[src/hdl/gbn_pkg.sv]
// shared types, constants and codes of the go-back-n sender
// no dependencies
`default_nettype none

package gbn_pkg;

  localparam int SEQ_W             = 16;
  localparam int WINDOW_DEF        = 8;
  localparam int PENDING_DEPTH_DEF = 16;
  localparam int MAX_PAYLOAD       = 255;
  localparam int CFG_DATA_W        = 16;
  localparam int FRAG_W            = 56;

  localparam logic [15:0] TIMEOUT_RST    = 16'd1000;
  localparam logic [3:0]  WINDOW_CFG_RST = 4'd8;

  typedef enum logic [1:0] {
    REQ_FRAG = 2'd0,
    REQ_ACK  = 2'd1,
    REQ_TICK = 2'd2
  } req_type_e;

  typedef enum logic [0:0] {
    CFG_TIMEOUT = 1'b0,
    CFG_WINDOW  = 1'b1
  } cfg_reg_e;

  typedef enum logic [2:0] {
    ST_IDLE,
    ST_DROP,
    ST_SEND_RD,
    ST_SEND_EMIT,
    ST_RESEND_RD,
    ST_RESEND_EMIT
  } gbn_state_e;

  typedef struct packed {
    logic [1:0]  req_type;
    logic [31:0] data_handle;
    logic [15:0] message_size;
    logic [7:0]  fragment_size;
    logic [15:0] ack_sequence;
    logic        ack_valid;
  } gbn_in_t;

  typedef struct packed {
    logic [15:0] sequence_res;
    logic [31:0] out_handle;
    logic [15:0] out_message_size;
    logic [7:0]  out_fragment_size;
    logic        is_resend;
    logic        dropped;
    logic        last;
  } gbn_out_t;

  typedef struct packed {
    logic [31:0] handle;
    logic [15:0] msize;
    logic [7:0]  fsize;
  } frag_t;

  typedef struct packed {
    logic fifo_push;
    logic ack_apply;
    logic tick_dec;
    logic tick_expire;
    logic fifo_rd;
    logic send_emit;
    logic ring_rd;
    logic resend_emit;
    logic drop_emit;
  } gbn_cmd_t;

  typedef struct packed {
    logic fifo_full;
    logic ack_ok;
    logic timer_running;
    logic timer_expired;
    logic os_zero;
    logic can_send;
    logic send_last;
    logic resend_last;
    logic out_free;
  } gbn_sts_t;

endpackage

`default_nettype wire

[src/hdl/go_back_n_sender.sv]
// a request is taken in the idle state; each result it causes then takes a fifo or
// ring read, then a load into the output register, so a request with n results
// (n at most WINDOW) is busy for those reads and loads, plus output stalls; a fragment
// or applied ack that sends nothing returns to idle from send read, a refused one from drop
// a new request is taken while the last result still waits in the output register
// reset: asynchronous, clears counters, timer and handshake state; memories not cleared
`default_nettype none

module go_back_n_sender #(
  parameter int WINDOW        = gbn_pkg::WINDOW_DEF,
  parameter int PENDING_DEPTH = gbn_pkg::PENDING_DEPTH_DEF
) (
  input  wire logic                           clk_i,
  input  wire logic                           rst_ni,
  input  wire logic                           in_valid_i,
  output      logic                           in_ready_o,
  input  wire gbn_pkg::gbn_in_t               in_req_i,
  output      logic                           out_valid_o,
  input  wire logic                           out_ready_i,
  output      gbn_pkg::gbn_out_t              out_res_o,
  input  wire logic                           cfg_valid_i,
  output      logic                           cfg_ready_o,
  input  wire logic [0:0]                     cfg_index_i,
  input  wire logic [gbn_pkg::CFG_DATA_W-1:0] cfg_data_i
);

  gbn_pkg::gbn_cmd_t cmd;
  gbn_pkg::gbn_sts_t sts;

  // the user must write the registers only while idle; the block does not enforce this, so the port never stalls
  assign cfg_ready_o = 1'b1;

  gbn_ctrl u_ctrl (
    .clk_i      (clk_i),
    .rst_ni     (rst_ni),
    .in_valid_i (in_valid_i),
    .req_type_i (in_req_i.req_type),
    .in_ready_o (in_ready_o),
    .sts_i      (sts),
    .cmd_o      (cmd)
  );

  gbn_dp #(
    .WINDOW        (WINDOW),
    .PENDING_DEPTH (PENDING_DEPTH)
  ) u_dp (
    .clk_i       (clk_i),
    .rst_ni      (rst_ni),
    .in_req_i    (in_req_i),
    .cfg_valid_i (cfg_valid_i),
    .cfg_index_i (cfg_index_i),
    .cfg_data_i  (cfg_data_i),
    .out_ready_i (out_ready_i),
    .out_valid_o (out_valid_o),
    .out_res_o   (out_res_o),
    .cmd_i       (cmd),
    .sts_o       (sts)
  );

endmodule

`default_nettype wire

[src/hdl/gbn_ram.sv]
// generic ram, one write port and one read port with registered read data
// no dependencies
`default_nettype none

module gbn_ram #(
  parameter int WIDTH = 8,
  parameter int DEPTH = 2
) (
  input  wire logic                                  clk_i,
  input  wire logic                                  we_i,
  input  wire logic [(DEPTH > 1 ? $clog2(DEPTH) : 1)-1:0] waddr_i,
  input  wire logic [WIDTH-1:0]                      wdata_i,
  input  wire logic                                  re_i,
  input  wire logic [(DEPTH > 1 ? $clog2(DEPTH) : 1)-1:0] raddr_i,
  output      logic [WIDTH-1:0]                      rdata_o
);

  logic [WIDTH-1:0] mem_q [DEPTH];
  logic [WIDTH-1:0] rdata_q;

  always_ff @(posedge clk_i) begin
    if (we_i) begin
      mem_q[waddr_i] <= wdata_i;
    end
    if (re_i) begin
      rdata_q <= mem_q[raddr_i];
    end
  end

  assign rdata_o = rdata_q;

endmodule

`default_nettype wire

[src/hdl/gbn_ctrl.sv]
// controller state machine of the go-back-n sender
// depends on gbn_pkg
`default_nettype none

module gbn_ctrl (
  input  wire logic              clk_i,
  input  wire logic              rst_ni,
  input  wire logic              in_valid_i,
  input  wire logic [1:0]        req_type_i,
  output      logic              in_ready_o,
  input  wire gbn_pkg::gbn_sts_t sts_i,
  output      gbn_pkg::gbn_cmd_t cmd_o
);

  gbn_pkg::gbn_state_e state_q, state_d;

  always_ff @(posedge clk_i or negedge rst_ni) begin
    if (!rst_ni) begin
      state_q <= gbn_pkg::ST_IDLE;
    end else begin
      state_q <= state_d;
    end
  end

  always_comb begin
    state_d    = state_q;
    cmd_o      = '0;
    in_ready_o = 1'b0;
    unique case (state_q)
      gbn_pkg::ST_IDLE: begin
        in_ready_o = 1'b1;
        if (in_valid_i) begin
          unique case (req_type_i)
            gbn_pkg::REQ_FRAG: begin
              if (sts_i.fifo_full) begin
                state_d = gbn_pkg::ST_DROP;
              end else begin
                cmd_o.fifo_push = 1'b1;
                state_d         = gbn_pkg::ST_SEND_RD;
              end
            end
            gbn_pkg::REQ_ACK: begin
              // stale or corrupt acks leave everything alone
              if (sts_i.ack_ok) begin
                cmd_o.ack_apply = 1'b1;
                state_d         = gbn_pkg::ST_SEND_RD;
              end
            end
            gbn_pkg::REQ_TICK: begin
              if (sts_i.timer_running) begin
                if (sts_i.timer_expired) begin
                  cmd_o.tick_expire = 1'b1;
                  if (!sts_i.os_zero) begin
                    state_d = gbn_pkg::ST_RESEND_RD;
                  end
                end else begin
                  cmd_o.tick_dec = 1'b1;
                end
              end
            end
            default: ;
          endcase
        end
      end
      gbn_pkg::ST_DROP: begin
        if (sts_i.out_free) begin
          cmd_o.drop_emit = 1'b1;
          state_d         = gbn_pkg::ST_IDLE;
        end
      end
      gbn_pkg::ST_SEND_RD: begin
        if (sts_i.can_send) begin
          cmd_o.fifo_rd = 1'b1;
          state_d       = gbn_pkg::ST_SEND_EMIT;
        end else begin
          state_d = gbn_pkg::ST_IDLE;
        end
      end
      gbn_pkg::ST_SEND_EMIT: begin
        if (sts_i.out_free) begin
          cmd_o.send_emit = 1'b1;
          state_d = sts_i.send_last ? gbn_pkg::ST_IDLE : gbn_pkg::ST_SEND_RD;
        end
      end
      gbn_pkg::ST_RESEND_RD: begin
        cmd_o.ring_rd = 1'b1;
        state_d       = gbn_pkg::ST_RESEND_EMIT;
      end
      gbn_pkg::ST_RESEND_EMIT: begin
        if (sts_i.out_free) begin
          cmd_o.resend_emit = 1'b1;
          state_d = sts_i.resend_last ? gbn_pkg::ST_IDLE : gbn_pkg::ST_RESEND_RD;
        end
      end
      default: state_d = gbn_pkg::ST_IDLE;
    endcase
  end

endmodule

`default_nettype wire

[src/hdl/gbn_dp.sv]
// datapath of the go-back-n sender: window counters, timer, pending fifo,
// retransmit ring and output register; depends on gbn_pkg and gbn_ram
`default_nettype none

module gbn_dp #(
  parameter int WINDOW        = gbn_pkg::WINDOW_DEF,
  parameter int PENDING_DEPTH = gbn_pkg::PENDING_DEPTH_DEF
) (
  input  wire logic                             clk_i,
  input  wire logic                             rst_ni,
  input  wire gbn_pkg::gbn_in_t                 in_req_i,
  input  wire logic                             cfg_valid_i,
  input  wire logic [0:0]                       cfg_index_i,
  input  wire logic [gbn_pkg::CFG_DATA_W-1:0]   cfg_data_i,
  input  wire logic                             out_ready_i,
  output      logic                             out_valid_o,
  output      gbn_pkg::gbn_out_t                out_res_o,
  input  wire gbn_pkg::gbn_cmd_t                cmd_i,
  output      gbn_pkg::gbn_sts_t                sts_o
);

  localparam int RW = (WINDOW > 1) ? $clog2(WINDOW) : 1;
  localparam int FW = (PENDING_DEPTH > 1) ? $clog2(PENDING_DEPTH) : 1;
  localparam int CW = $clog2(PENDING_DEPTH + 1);

  logic [15:0]   base_q, base_d;
  logic [15:0]   next_q, next_d;
  logic [RW-1:0] head_q, head_d;
  logic [FW-1:0] rd_ptr_q, rd_ptr_d;
  logic [CW-1:0] count_q, count_d;
  logic [15:0]   timer_q, timer_d;
  logic          running_q, running_d;
  logic [RW:0]   idx_q, idx_d;
  logic [15:0]   timeout_q;
  logic [3:0]    win_cfg_q;
  logic          out_valid_q, out_valid_d;
  gbn_pkg::gbn_out_t out_q, out_d;

  logic [15:0]   os;
  logic [15:0]   win_eff;
  logic [15:0]   timeout_eff;
  logic [15:0]   ack_off;
  logic [15:0]   ack_next;
  logic [FW:0]   wr_sum;
  logic [FW-1:0] wr_addr;
  logic [RW-1:0] ring_waddr;
  logic [RW-1:0] ring_raddr;
  logic [RW-1:0] head_ack;
  logic [7:0]    fsize_sat;
  gbn_pkg::frag_t push_frag;
  gbn_pkg::frag_t fifo_rdata;
  gbn_pkg::frag_t ring_rdata;
  logic          out_free;

  // sum below twice the ring size, one subtract wraps it
  function automatic logic [RW-1:0] ring_wrap(input logic [RW:0] s);
    ring_wrap = (s >= (RW+1)'(WINDOW)) ? RW'(s - (RW+1)'(WINDOW)) : RW'(s);
  endfunction

  assign os          = next_q - base_q;
  assign timeout_eff = (timeout_q == 16'd0) ? 16'd1 : timeout_q;

  always_comb begin
    if (win_cfg_q == 4'd0) begin
      win_eff = 16'd1;
    end else if (16'(win_cfg_q) > 16'(WINDOW)) begin
      win_eff = 16'(WINDOW);
    end else begin
      win_eff = 16'(win_cfg_q);
    end
  end

  assign ack_off  = in_req_i.ack_sequence - base_q;
  assign ack_next = in_req_i.ack_sequence + 16'd1;
  assign head_ack = ring_wrap((RW+1)'(head_q) + (RW+1)'(ack_off[RW-1:0]) + (RW+1)'(1));

  assign wr_sum  = (FW+1)'(rd_ptr_q) + (FW+1)'(count_q);
  assign wr_addr = (wr_sum >= (FW+1)'(PENDING_DEPTH)) ?
                   FW'(wr_sum - (FW+1)'(PENDING_DEPTH)) : FW'(wr_sum);

  assign ring_waddr = ring_wrap((RW+1)'(head_q) + os[RW:0]);
  assign ring_raddr = ring_wrap((RW+1)'(head_q) + idx_q);

  assign fsize_sat = (in_req_i.fragment_size > 8'(gbn_pkg::MAX_PAYLOAD)) ?
                     8'(gbn_pkg::MAX_PAYLOAD) : in_req_i.fragment_size;

  assign push_frag.handle = in_req_i.data_handle;
  assign push_frag.msize  = in_req_i.message_size;
  assign push_frag.fsize  = fsize_sat;

  assign out_free = !out_valid_q || out_ready_i;

  always_comb begin
    sts_o.fifo_full     = (count_q >= CW'(PENDING_DEPTH));
    sts_o.ack_ok        = in_req_i.ack_valid && (ack_off < os);
    sts_o.timer_running = running_q;
    sts_o.timer_expired = (timer_q <= 16'd1);
    sts_o.os_zero       = (os == 16'd0);
    sts_o.can_send      = (count_q != '0) && (os < win_eff);
    sts_o.send_last     = (count_q == CW'(1)) || ((os + 16'd1) >= win_eff);
    sts_o.resend_last   = ((16'(idx_q) + 16'd1) == os);
    sts_o.out_free      = out_free;
  end

  gbn_ram #(
    .WIDTH (gbn_pkg::FRAG_W),
    .DEPTH (PENDING_DEPTH)
  ) u_fifo_ram (
    .clk_i   (clk_i),
    .we_i    (cmd_i.fifo_push),
    .waddr_i (wr_addr),
    .wdata_i (push_frag),
    .re_i    (cmd_i.fifo_rd),
    .raddr_i (rd_ptr_q),
    .rdata_o (fifo_rdata)
  );

  gbn_ram #(
    .WIDTH (gbn_pkg::FRAG_W),
    .DEPTH (WINDOW)
  ) u_ring_ram (
    .clk_i   (clk_i),
    .we_i    (cmd_i.send_emit),
    .waddr_i (ring_waddr),
    .wdata_i (fifo_rdata),
    .re_i    (cmd_i.ring_rd),
    .raddr_i (ring_raddr),
    .rdata_o (ring_rdata)
  );

  always_comb begin
    base_d      = base_q;
    next_d      = next_q;
    head_d      = head_q;
    rd_ptr_d    = rd_ptr_q;
    count_d     = count_q;
    timer_d     = timer_q;
    running_d   = running_q;
    idx_d       = idx_q;
    out_valid_d = out_valid_q && !out_ready_i;
    out_d       = out_q;

    if (cmd_i.fifo_push) begin
      count_d = count_q + CW'(1);
    end

    if (cmd_i.ack_apply) begin
      base_d = ack_next;
      head_d = head_ack;
      if (ack_next == next_q) begin
        running_d = 1'b0;
        timer_d   = 16'd0;
      end else begin
        running_d = 1'b1;
        timer_d   = timeout_eff;
      end
    end

    if (cmd_i.tick_dec) begin
      timer_d = timer_q - 16'd1;
    end

    if (cmd_i.tick_expire) begin
      running_d = 1'b1;
      timer_d   = timeout_eff;
      idx_d     = '0;
    end

    if (cmd_i.send_emit) begin
      rd_ptr_d = (rd_ptr_q == FW'(PENDING_DEPTH - 1)) ? '0 : rd_ptr_q + FW'(1);
      count_d  = count_q - CW'(1);
      next_d   = next_q + 16'd1;
      // first outstanding fragment arms the timer
      if (os == 16'd0) begin
        running_d = 1'b1;
        timer_d   = timeout_eff;
      end
      out_valid_d             = 1'b1;
      out_d.sequence_res      = next_q;
      out_d.out_handle        = fifo_rdata.handle;
      out_d.out_message_size  = fifo_rdata.msize;
      out_d.out_fragment_size = fifo_rdata.fsize;
      out_d.is_resend         = 1'b0;
      out_d.dropped           = 1'b0;
      out_d.last              = sts_o.send_last;
    end

    if (cmd_i.resend_emit) begin
      idx_d                   = idx_q + (RW+1)'(1);
      out_valid_d             = 1'b1;
      out_d.sequence_res      = base_q + 16'(idx_q);
      out_d.out_handle        = ring_rdata.handle;
      out_d.out_message_size  = ring_rdata.msize;
      out_d.out_fragment_size = ring_rdata.fsize;
      out_d.is_resend         = 1'b1;
      out_d.dropped           = 1'b0;
      out_d.last              = sts_o.resend_last;
    end

    if (cmd_i.drop_emit) begin
      out_valid_d   = 1'b1;
      out_d         = '0;
      out_d.dropped = 1'b1;
      out_d.last    = 1'b1;
    end
  end

  always_ff @(posedge clk_i or negedge rst_ni) begin
    if (!rst_ni) begin
      base_q      <= '0;
      next_q      <= '0;
      head_q      <= '0;
      rd_ptr_q    <= '0;
      count_q     <= '0;
      timer_q     <= '0;
      running_q   <= 1'b0;
      idx_q       <= '0;
      out_valid_q <= 1'b0;
      timeout_q   <= gbn_pkg::TIMEOUT_RST;
      win_cfg_q   <= gbn_pkg::WINDOW_CFG_RST;
    end else begin
      base_q      <= base_d;
      next_q      <= next_d;
      head_q      <= head_d;
      rd_ptr_q    <= rd_ptr_d;
      count_q     <= count_d;
      timer_q     <= timer_d;
      running_q   <= running_d;
      idx_q       <= idx_d;
      out_valid_q <= out_valid_d;
      if (cfg_valid_i) begin
        unique case (cfg_index_i)
          gbn_pkg::CFG_TIMEOUT: timeout_q <= cfg_data_i;
          gbn_pkg::CFG_WINDOW:  win_cfg_q <= cfg_data_i[3:0];
          default: ;
        endcase
      end
    end
  end

  always_ff @(posedge clk_i) begin
    out_q <= out_d;
  end

  assign out_valid_o = out_valid_q;
  assign out_res_o   = out_q;

endmodule

`default_nettype wire

[config.mk]
export PLATFORM = sky130hd
export DESIGN_NAME = go_back_n_sender
export DESIGN_NICKNAME = d
export VERILOG_FILES = /design/src/hdl/gbn_pkg.sv /design/src/hdl/go_back_n_sender.sv /design/src/hdl/gbn_ram.sv /design/src/hdl/gbn_ctrl.sv /design/src/hdl/gbn_dp.sv
export SDC_FILE = /design/constraint.sdc
export NUM_CORES = 2
export LEC_CHECK = 0
export ABC_AREA = 0
export BUFFER_PORTS_ARGS = -buffer_cell sky130_fd_sc_hd__buf_2
export CAP_MARGIN = 25
export CORE_AREA = 4 4 337 339
export DETAILED_ROUTE_END_ITERATION = 10
export DIE_AREA = 0 0 341 343
export GPL_TIMING_DRIVEN = 0
export PLACE_DENSITY = 0.85
export SYNTH_ARGS = -nofsm -noshare
export SYNTH_HDL_FRONTEND = slang
export SYNTH_SLANG_ARGS = --single-unit
[constraint.sdc]
create_clock -name clk_i -period 9.5 [get_ports clk_i]
set_clock_uncertainty 0.05 [all_clocks]
set_input_delay 0.475 -clock clk_i [delete_from_list [all_inputs] [get_ports clk_i]]
set_output_delay 0.475 -clock clk_i [all_outputs]
set_load 0.1 [all_outputs]
-- Word-level counts from Yosys, hierarchy flattened
Memories as Yosys holds them, arrays and structs flattened. A register that Yosys moved wholly into a read port is not among the register bits.
Index checks and enable logic that the tools add are counted.
- bits in registers: 164
- memory bits (writable): 1344
- input port bits: 97
- output and inout port bits: 78
- word-level logic and storage cells: 158
- memories: 2
- memory list (memory ; words ; width ; read ports ; clocked after Yosys merged registers in ; wr ports ; line ; source):
    u_dp.u_fifo_ram.mem_q ; 16 ; 56 ; 1 ; 1 ; 1 ; gbn_ram.sv:18 ; logic [WIDTH-1:0] mem_q [DEPTH];
    u_dp.u_ring_ram.mem_q ; 8 ; 56 ; 1 ; 1 ; 1 ; gbn_ram.sv:18 ;
- add/subtract/negate cells: 21
- magnitude comparators: 11
- equality and inequality tests: 20
- muxes and demuxes: 65
- bitwise logic cells: 1
- reductions and logical operators: 19
- operators by type and width (kind ; number):
    2-to-1 mux 75 bit ; 2
    2-to-1 mux 16 bit ; 7
    adder 16 x 1 -> 16 bit, second input constant ; 3
    2-to-1 mux 3 bit ; 12
    equality test 16 bit ; 2
    logical NOT 16 bit ; 2
    2-to-1 mux 4 bit ; 8
    subtractor 16 bit ; 2
    2-to-1 mux 1 bit ; 26
    one-hot mux 3 bit (6 select lines) ; 1
    adder 16 x 4 -> 16 bit ; 1
    >= comparator 16 x 4 -> 1 bit ; 1
    less-or-equal comparator 16 x 1 -> 1 bit, second input constant ; 1
    less-than comparator 16 bit ; 1
    less-than comparator 16 x 4 -> 1 bit ; 1
    subtractor 16 x 1 -> 16 bit, second input constant ; 1
    adder 4 x 1 -> 4 bit, second input constant ; 3
    >= comparator 4 bit, second input constant ; 3
    >= comparator 5 bit, second input constant ; 2
    2-to-1 mux 2 bit ; 5
    2-to-1 mux 5 bit ; 2
    inequality test 3 bit, second input constant ; 3
    one-hot mux 3 bit (3 select lines) ; 1
    AND reduction 9 bit ; 1
    other kinds (32) ; 46

-- Longest topological paths before layout
- depth in word-level cells: 12
- mapped depth: 23

-- Cells and area by module
From an unflattened synthesis, not the netlist that was laid out.
- cell total of the unflattened synthesis: 3463
- area, all modules: 65071.2 µm²
- modules (own cells, without submodules) (module ; instances ; cells each ; area each (µm²) ; sequential area each (µm²)):
    gbn_ram at u_dp.u_fifo_ram ; 1 ; 1445 ; 35238.8 ; 28587.4
    gbn_ram at u_dp.u_ring_ram ; 1 ; 716 ; 18535.3 ; 15134.5
    gbn_dp ; 1 ; 1250 ; 10885.4 ; 3662.3
    gbn_ctrl ; 1 ; 50 ; 400.4 ; 75.1
    go_back_n_sender ; 1 ; 2 ; 11.3 ; 0.0

-- Worst setup path after synthesis
OpenSTA, ideal clock, no wires.
- path kind: register -> register
- start point: register u_dp.next_q[0]
- end point: memory u_dp.u_ring_ram.mem_q[6][0] (netlist bit) (enable)
- setup time: 0.608 ns
- arrival: 7.493 ns
- data required time: 8.842 ns
- setup slack: 1.349 ns
- stages on the path, launching flop included: 10
- path buffers: 0
- cells stage by stage: dfrtp_1 > inv_1 > ha_1 > inv_1 > fa_1 > inv_1 > fa_1 > xnor2_1 > xnor2_1 > nor4_1
- word-level cells in the longest chain between the ends: 4
- ends and longest elaborated chain (element ; line ; source):
    start, declared ; gbn_dp.sv:27 ; logic [15:0] next_q, next_d;
    start signal, assigned ; gbn_dp.sv:223 ; next_q <= next_d;
    subtractor 16 bit (*) ; gbn_dp.sv:60 ; assign os = next_q - base_q;
    adder 3 x 4 -> 4 bit (*) ; gbn_dp.sv:81 ; assign ring_waddr = ring_wrap((RW+1)'(head_q) + os[RW:0]);
    >= comparator 4 bit / subtractor 3 x 1 -> 3 bit (equally long branches) ; gbn_dp.sv:57 ; ring_wrap = (s >= (RW+1)'(WINDOW)) ? RW'(s - (RW+1)'(WINDOW)) : RW'(s);
    2-to-1 mux 3 bit (*) ; gbn_dp.sv:57 ;
    end, declared ; gbn_ram.sv:18 ;
Mark *: on every way between the ends. The rest lies on a longest branch, timed or not.

-- Worst setup path after layout
- start point: register u_dp.base_q[1]
- end point: register u_dp.base_q[14]
- word-level cells in the longest chain between the ends: 7
- ends and longest elaborated chain (element ; line ; source):
    start, declared ; gbn_dp.sv:26 ; logic [15:0] base_q, base_d;
    start signal, assigned ; gbn_dp.sv:222 ; base_q <= base_d;
    subtractor 16 bit, on equally long branches ; gbn_dp.sv:73, gbn_dp.sv:60 ;
    less-than comparator 16 bit (*) ; gbn_dp.sv:95 ; sts_o.ack_ok = in_req_i.ack_valid && (ack_off < os);
    logical AND 1 bit (*) ; gbn_dp.sv:95 ;
    2-to-1 mux 1 bit (*) ; gbn_ctrl.sv:44 ; if (sts_i.ack_ok) begin
    2-to-1 mux 1 bit (*) ; gbn_ctrl.sv:33 ; unique case (req_type_i)
    2-to-1 mux 4 bit (*) ; gbn_ctrl.sv:32 ; if (in_valid_i) begin
    2-to-1 mux 4 bit (*) ; gbn_ctrl.sv:29 ; unique case (state_q)
Marks and branches as above.
A chain may end at the register's enable or synchronous reset.

==> impl_metrics.yaml <==
finish:
  drive_gt1_share_pct: 26.3
  fin_cells: 5517
  multi_input_area_sq_mm: 0.0167
  seq_area_sq_mm: 0.0475
  syn_to_final_growth_pct: 17.1
  final_nets: 4066
  fin_area_sq_mm: 0.0758
  fillers: 6371
global_route:
  grt_max_degree: 50
  track_usage_pct: 32.2
  grt_pass1_vias: 37565
  gr-total-overflow: 0
  grt_pass1_wl_um: 268000
  antenna_found_initial: 19
synthesis:
  synth.area.mux_share_pct: 15.0
  async_flop_share_pct: 5.49
  synth_top_area_share_pct: 67.5
  synthesis.area_sq_mm: 0.0647
  synth_xor_area_share_pct: 1.58
  avgSynthCellArea_sq_um: 19.3
  yosysSeqAreaShare_pct: 73.3
  ys_seq_elements: 1620
  yosysWarningCount: 0
  ys_top_cells_by_area: "edfxtp_1 (68%), mux4_2 (14%), dfrtp_1 (3.2%)"
  synth_cell_types: 81
  syn_nets: 3543
  synthCells: 3363
  synth_top_flop_cell: "edfxtp_1"
  yosys.area_share.simple_pct: 3.96
  synth-adder-area-share_pct: 1.69
  synth_area_leader_cell: "edfxtp_1"
  synth_compound_area_share_pct: 3.18
  synth_top_family_by_area: "multiplexers"
  synth_edf_count: 1456
pwr:
  total_power_mw: 23.0
  clock_power_share_pct: 28.0
  combPwrFrac_pct: 34.2
  power.density_mw_per_mm2: 303
  swShare_pct: 35.1
  vdd_ir_drop_max_v: 0.000270
  power_leakage_nw: 25.1
  switchingPower_mw: 8.05
  p_int_mw: 14.9
  pwr-share-seq_pct: 37.8
cts:
  path_clk_slew_ps: 70
  cts_tree: "done"
  cts_buffers: 155
  cts_sinks: 1620
  insertion_delay_ps: 800
  root_buffer: "clkbuf_16"
  ctsLongestPathBuffers: 3
  post_cts.repair.setup_buffers: 0
  ctsHtreeMaxLevel: 4
timing:
  maxSlewViolCount: 0
  relSlewSlack_pct: 24.3
  tightest_slew_ps: 1140
  period_share_pct: 69.2
  rsz0062_at_grt: "false"
  final_hold_viol_count: 0
  setup_viol: 0
  fin_crit_ps: 6570
  timing.fmax_mhz: 152
hold_path:
  hp-class: "in -> reg"
  min_from: "in_req_i[57]"
run_status:
  outcome: "complete, no violations"
drt:
  wl_um: 188000
  highest_layer: "met5"
  viasPerCell: 6.80
  met1Wirelength_um: 61400
  met3WireLength_um: 19300
  antenna_left: 0
  drc: 0
  firstDrtPassIters: 7
  drt-initial-drc-count: 5887
  num_vias: 37513
  wl_per_cell_um: 34.0
  met2_length_um: 95800
floorplanning:
  die_area_sq_mm: 0.117
  die_height_um: 343
  fp.dieW_um: 341
  start_util_pct: 58.7
  num_io_pins: 175
  fp.coreArea_sq_mm: 0.110
  num_rows: 122
place:
  portBuffers: 173
  dp_cells: 5122
  dp_hpwl_um: 115000
  placed_area_sq_mm: 0.0694
  routabilityCongestion: 0.900
setup_path:
  crit_path_max_fanout: 10
  critPathTopFamily: "compound AO/OA/AOI/OAI gates"
  path_class: "reg -> reg"
  cp_common_cell: "o21ai_0"
  r2r_start: "u_dp.base_q[1]$_DFFE_PN0N_"
  worstPathArrival_ps: 7220
  crit_chain: "inv_1 -> ha_1 -> nor2b_1 -> o21ai_0 -> a21boi_0 -> o21ai_0 -> a21oi_1 -> o21ai_0 -> a21oi_1 -> o41ai_1 -> xnor2_1 -> ha_1 -> a21oi_1 -> nor2b_1 -> o21ai_0 -> o311ai_4 -> nor3_1 -> clkbuf_1 -> clkbuf_1 -> nand2_1 -> o21ai_1"
  slowest_stage: "nor3_1"
  setup.worst_path.start: "u_dp.base_q[1]$_DFFE_PN0N_"
  end_kind: "flip-flop"
  crit_buf_inv: 3
  cp.required_ps: 10150
  cpPeakStageDelay_ps: 790
  start_kind: "flip-flop"
job:
  cap_violations: 0
-- path summary, 6_finish.rpt --
path	end	slack [ps]	depth (start not counted)
min in group asynchronous	u_dp.timer_q[12]$_DFF_PN0_	190	2
max in group asynchronous	u_dp.base_q[0]$_DFFE_PN0N_	8520	3
max reg2reg	u_dp.base_q[14]$_DFFE_PN0N_	2930	21
min	u_dp.u_fifo_ram.mem_q[15][40]$_DFFE_PP_	30	1
max	u_dp.base_q[14]$_DFFE_PN0N_	2930	21
min reg2reg	u_dp.out_res_o[51]$_SDFFE_PP0P_	420	2
-- synthesized netlist by cell type (all sizes together), types with 65 or more instances --
cell    count
a21oi     110
clkbuf    120
o21ai      65
dfxtp      75
mux4      392
edfxtp   1456
nor2      130
mux2       77
nand2     181
xnor2      70
ha         76
dfrtp      82
-- per-stage QoR --
stage	hold WS [ps]	util [%]	setup TNS, ps	worst slack (ps)
2_1_floorplan	129	-	0	1350
3_3_place_gp	399	61.1	-587080	-3860
3_5_place_dp	413	62.9	0	3040
4_1_cts	0.172	68.3	0	3020
5_1_grt	12.8	68.7	0	2430
6_report	33.8	68.7	0	2930
-- state kept, by name (all words and copies together), names as in the netlist, 5 cells and up --
| name | cells |
|---|---|
| u_dp.u_fifo_ram.mem_q | 896 |
| u_dp.base_q | 16 |
| u_dp.next_q | 16 |
| u_dp.u_ring_ram.mem_q | 448 |
| u_dp.count_q | 5 |
| u_dp.timer_q | 16 |
| u_dp.timeout_q | 16 |
| u_dp.out_res_o | 75 |
| u_dp.u_ring_ram.rdata_o | 56 |
| u_dp.u_fifo_ram.rdata_o | 56 |
-- layout by cell type, fill, tap and decap left out, types with 27 or more instances in the layout --
cell	instances
nand3_1	44
clkbuf_1	152
nand2_1	181
a31oi_1	43
xor2_1	27
a21oi_1	110
nor2_1	107
buf_16	31
buf_1	34
mux2_2	76
buf_2	174
inv_1	55
ha_1	76
dfrtp_1	82
buf_8	33
clkinv_2	32
o21ai_0	52
mux4_2	392
edfxtp_1	1456
xnor2_1	70
nor3_1	52
dlygate4sd3_1	66
dfxtp_1	75
clkbuf_16	156
-- worst register-to-register path, stage by stage (launching register included) --
cell and delay (ps):
dfrtp_1 410, inv_1 200, ha_1 270, nor2b_1 130, o21ai_0 190, a21boi_0 160, o21ai_0 260, a21oi_1 120
o21ai_0 260, a21oi_1 150, o41ai_1 640, xnor2_1 180, ha_1 350, a21oi_1 160, nor2b_1 60, o21ai_0 350
o311ai_4 190, nor3_1 790, clkbuf_1 710, clkbuf_1 560, nand2_1 190, o21ai_1 120
-- logic make-up (layout without fill, tap and decap cells) --
logic type | after synthesis | after routing
flops | 1620 | 1620
simple gates | 538 | 538
mux | 472 | 472
compound gates | 329 | 329
buf+inv | 215 | 869
xor+xnor | 105 | 105
fa+ha+maj | 83 | 83
other cells | 1 | 13
-- repair_timing --
action,in CTS,in global routing
endpoints found under the hold margin,743,0
endpoints found under the setup margin,0,0
hold buffers,66,0
gates resized for setup,0,0
-- power groups by stage --
stage / Clock (mW) / Combinational, mW / Sequential, mW
finish: 6.42 / 7.85 / 8.68
global route: 6.78 / 8.24 / 8.70
CTS: 6.43 / 7.62 / 8.67
detailed placement: 0 / 7.40 / 8.80
global placement: 0 / 6.91 / 8.80
floorplan: 0 / 4.20 / 9.85
-- metal layers --
layer  track usage, %  vias to the layer above
met5                0                        -
met4             16.8                       12
met3             6.69                      633
met2             54.5                     3173
met1             39.8                    18973
li1                 -                    14722
-- layout make-up --
class                      instances  area share (%)
clock inverter                    88            1.43
inverter                          57           0.282
tap                             1488            2.46
sequential                      1620            62.6
timing repair buffer             366            4.91
clock buffer                     200            5.53
multi-input combinational       1528            22.0
antenna                           12          0.0396
buffer                           158           0.792
(Power assumes the default switching activity.)
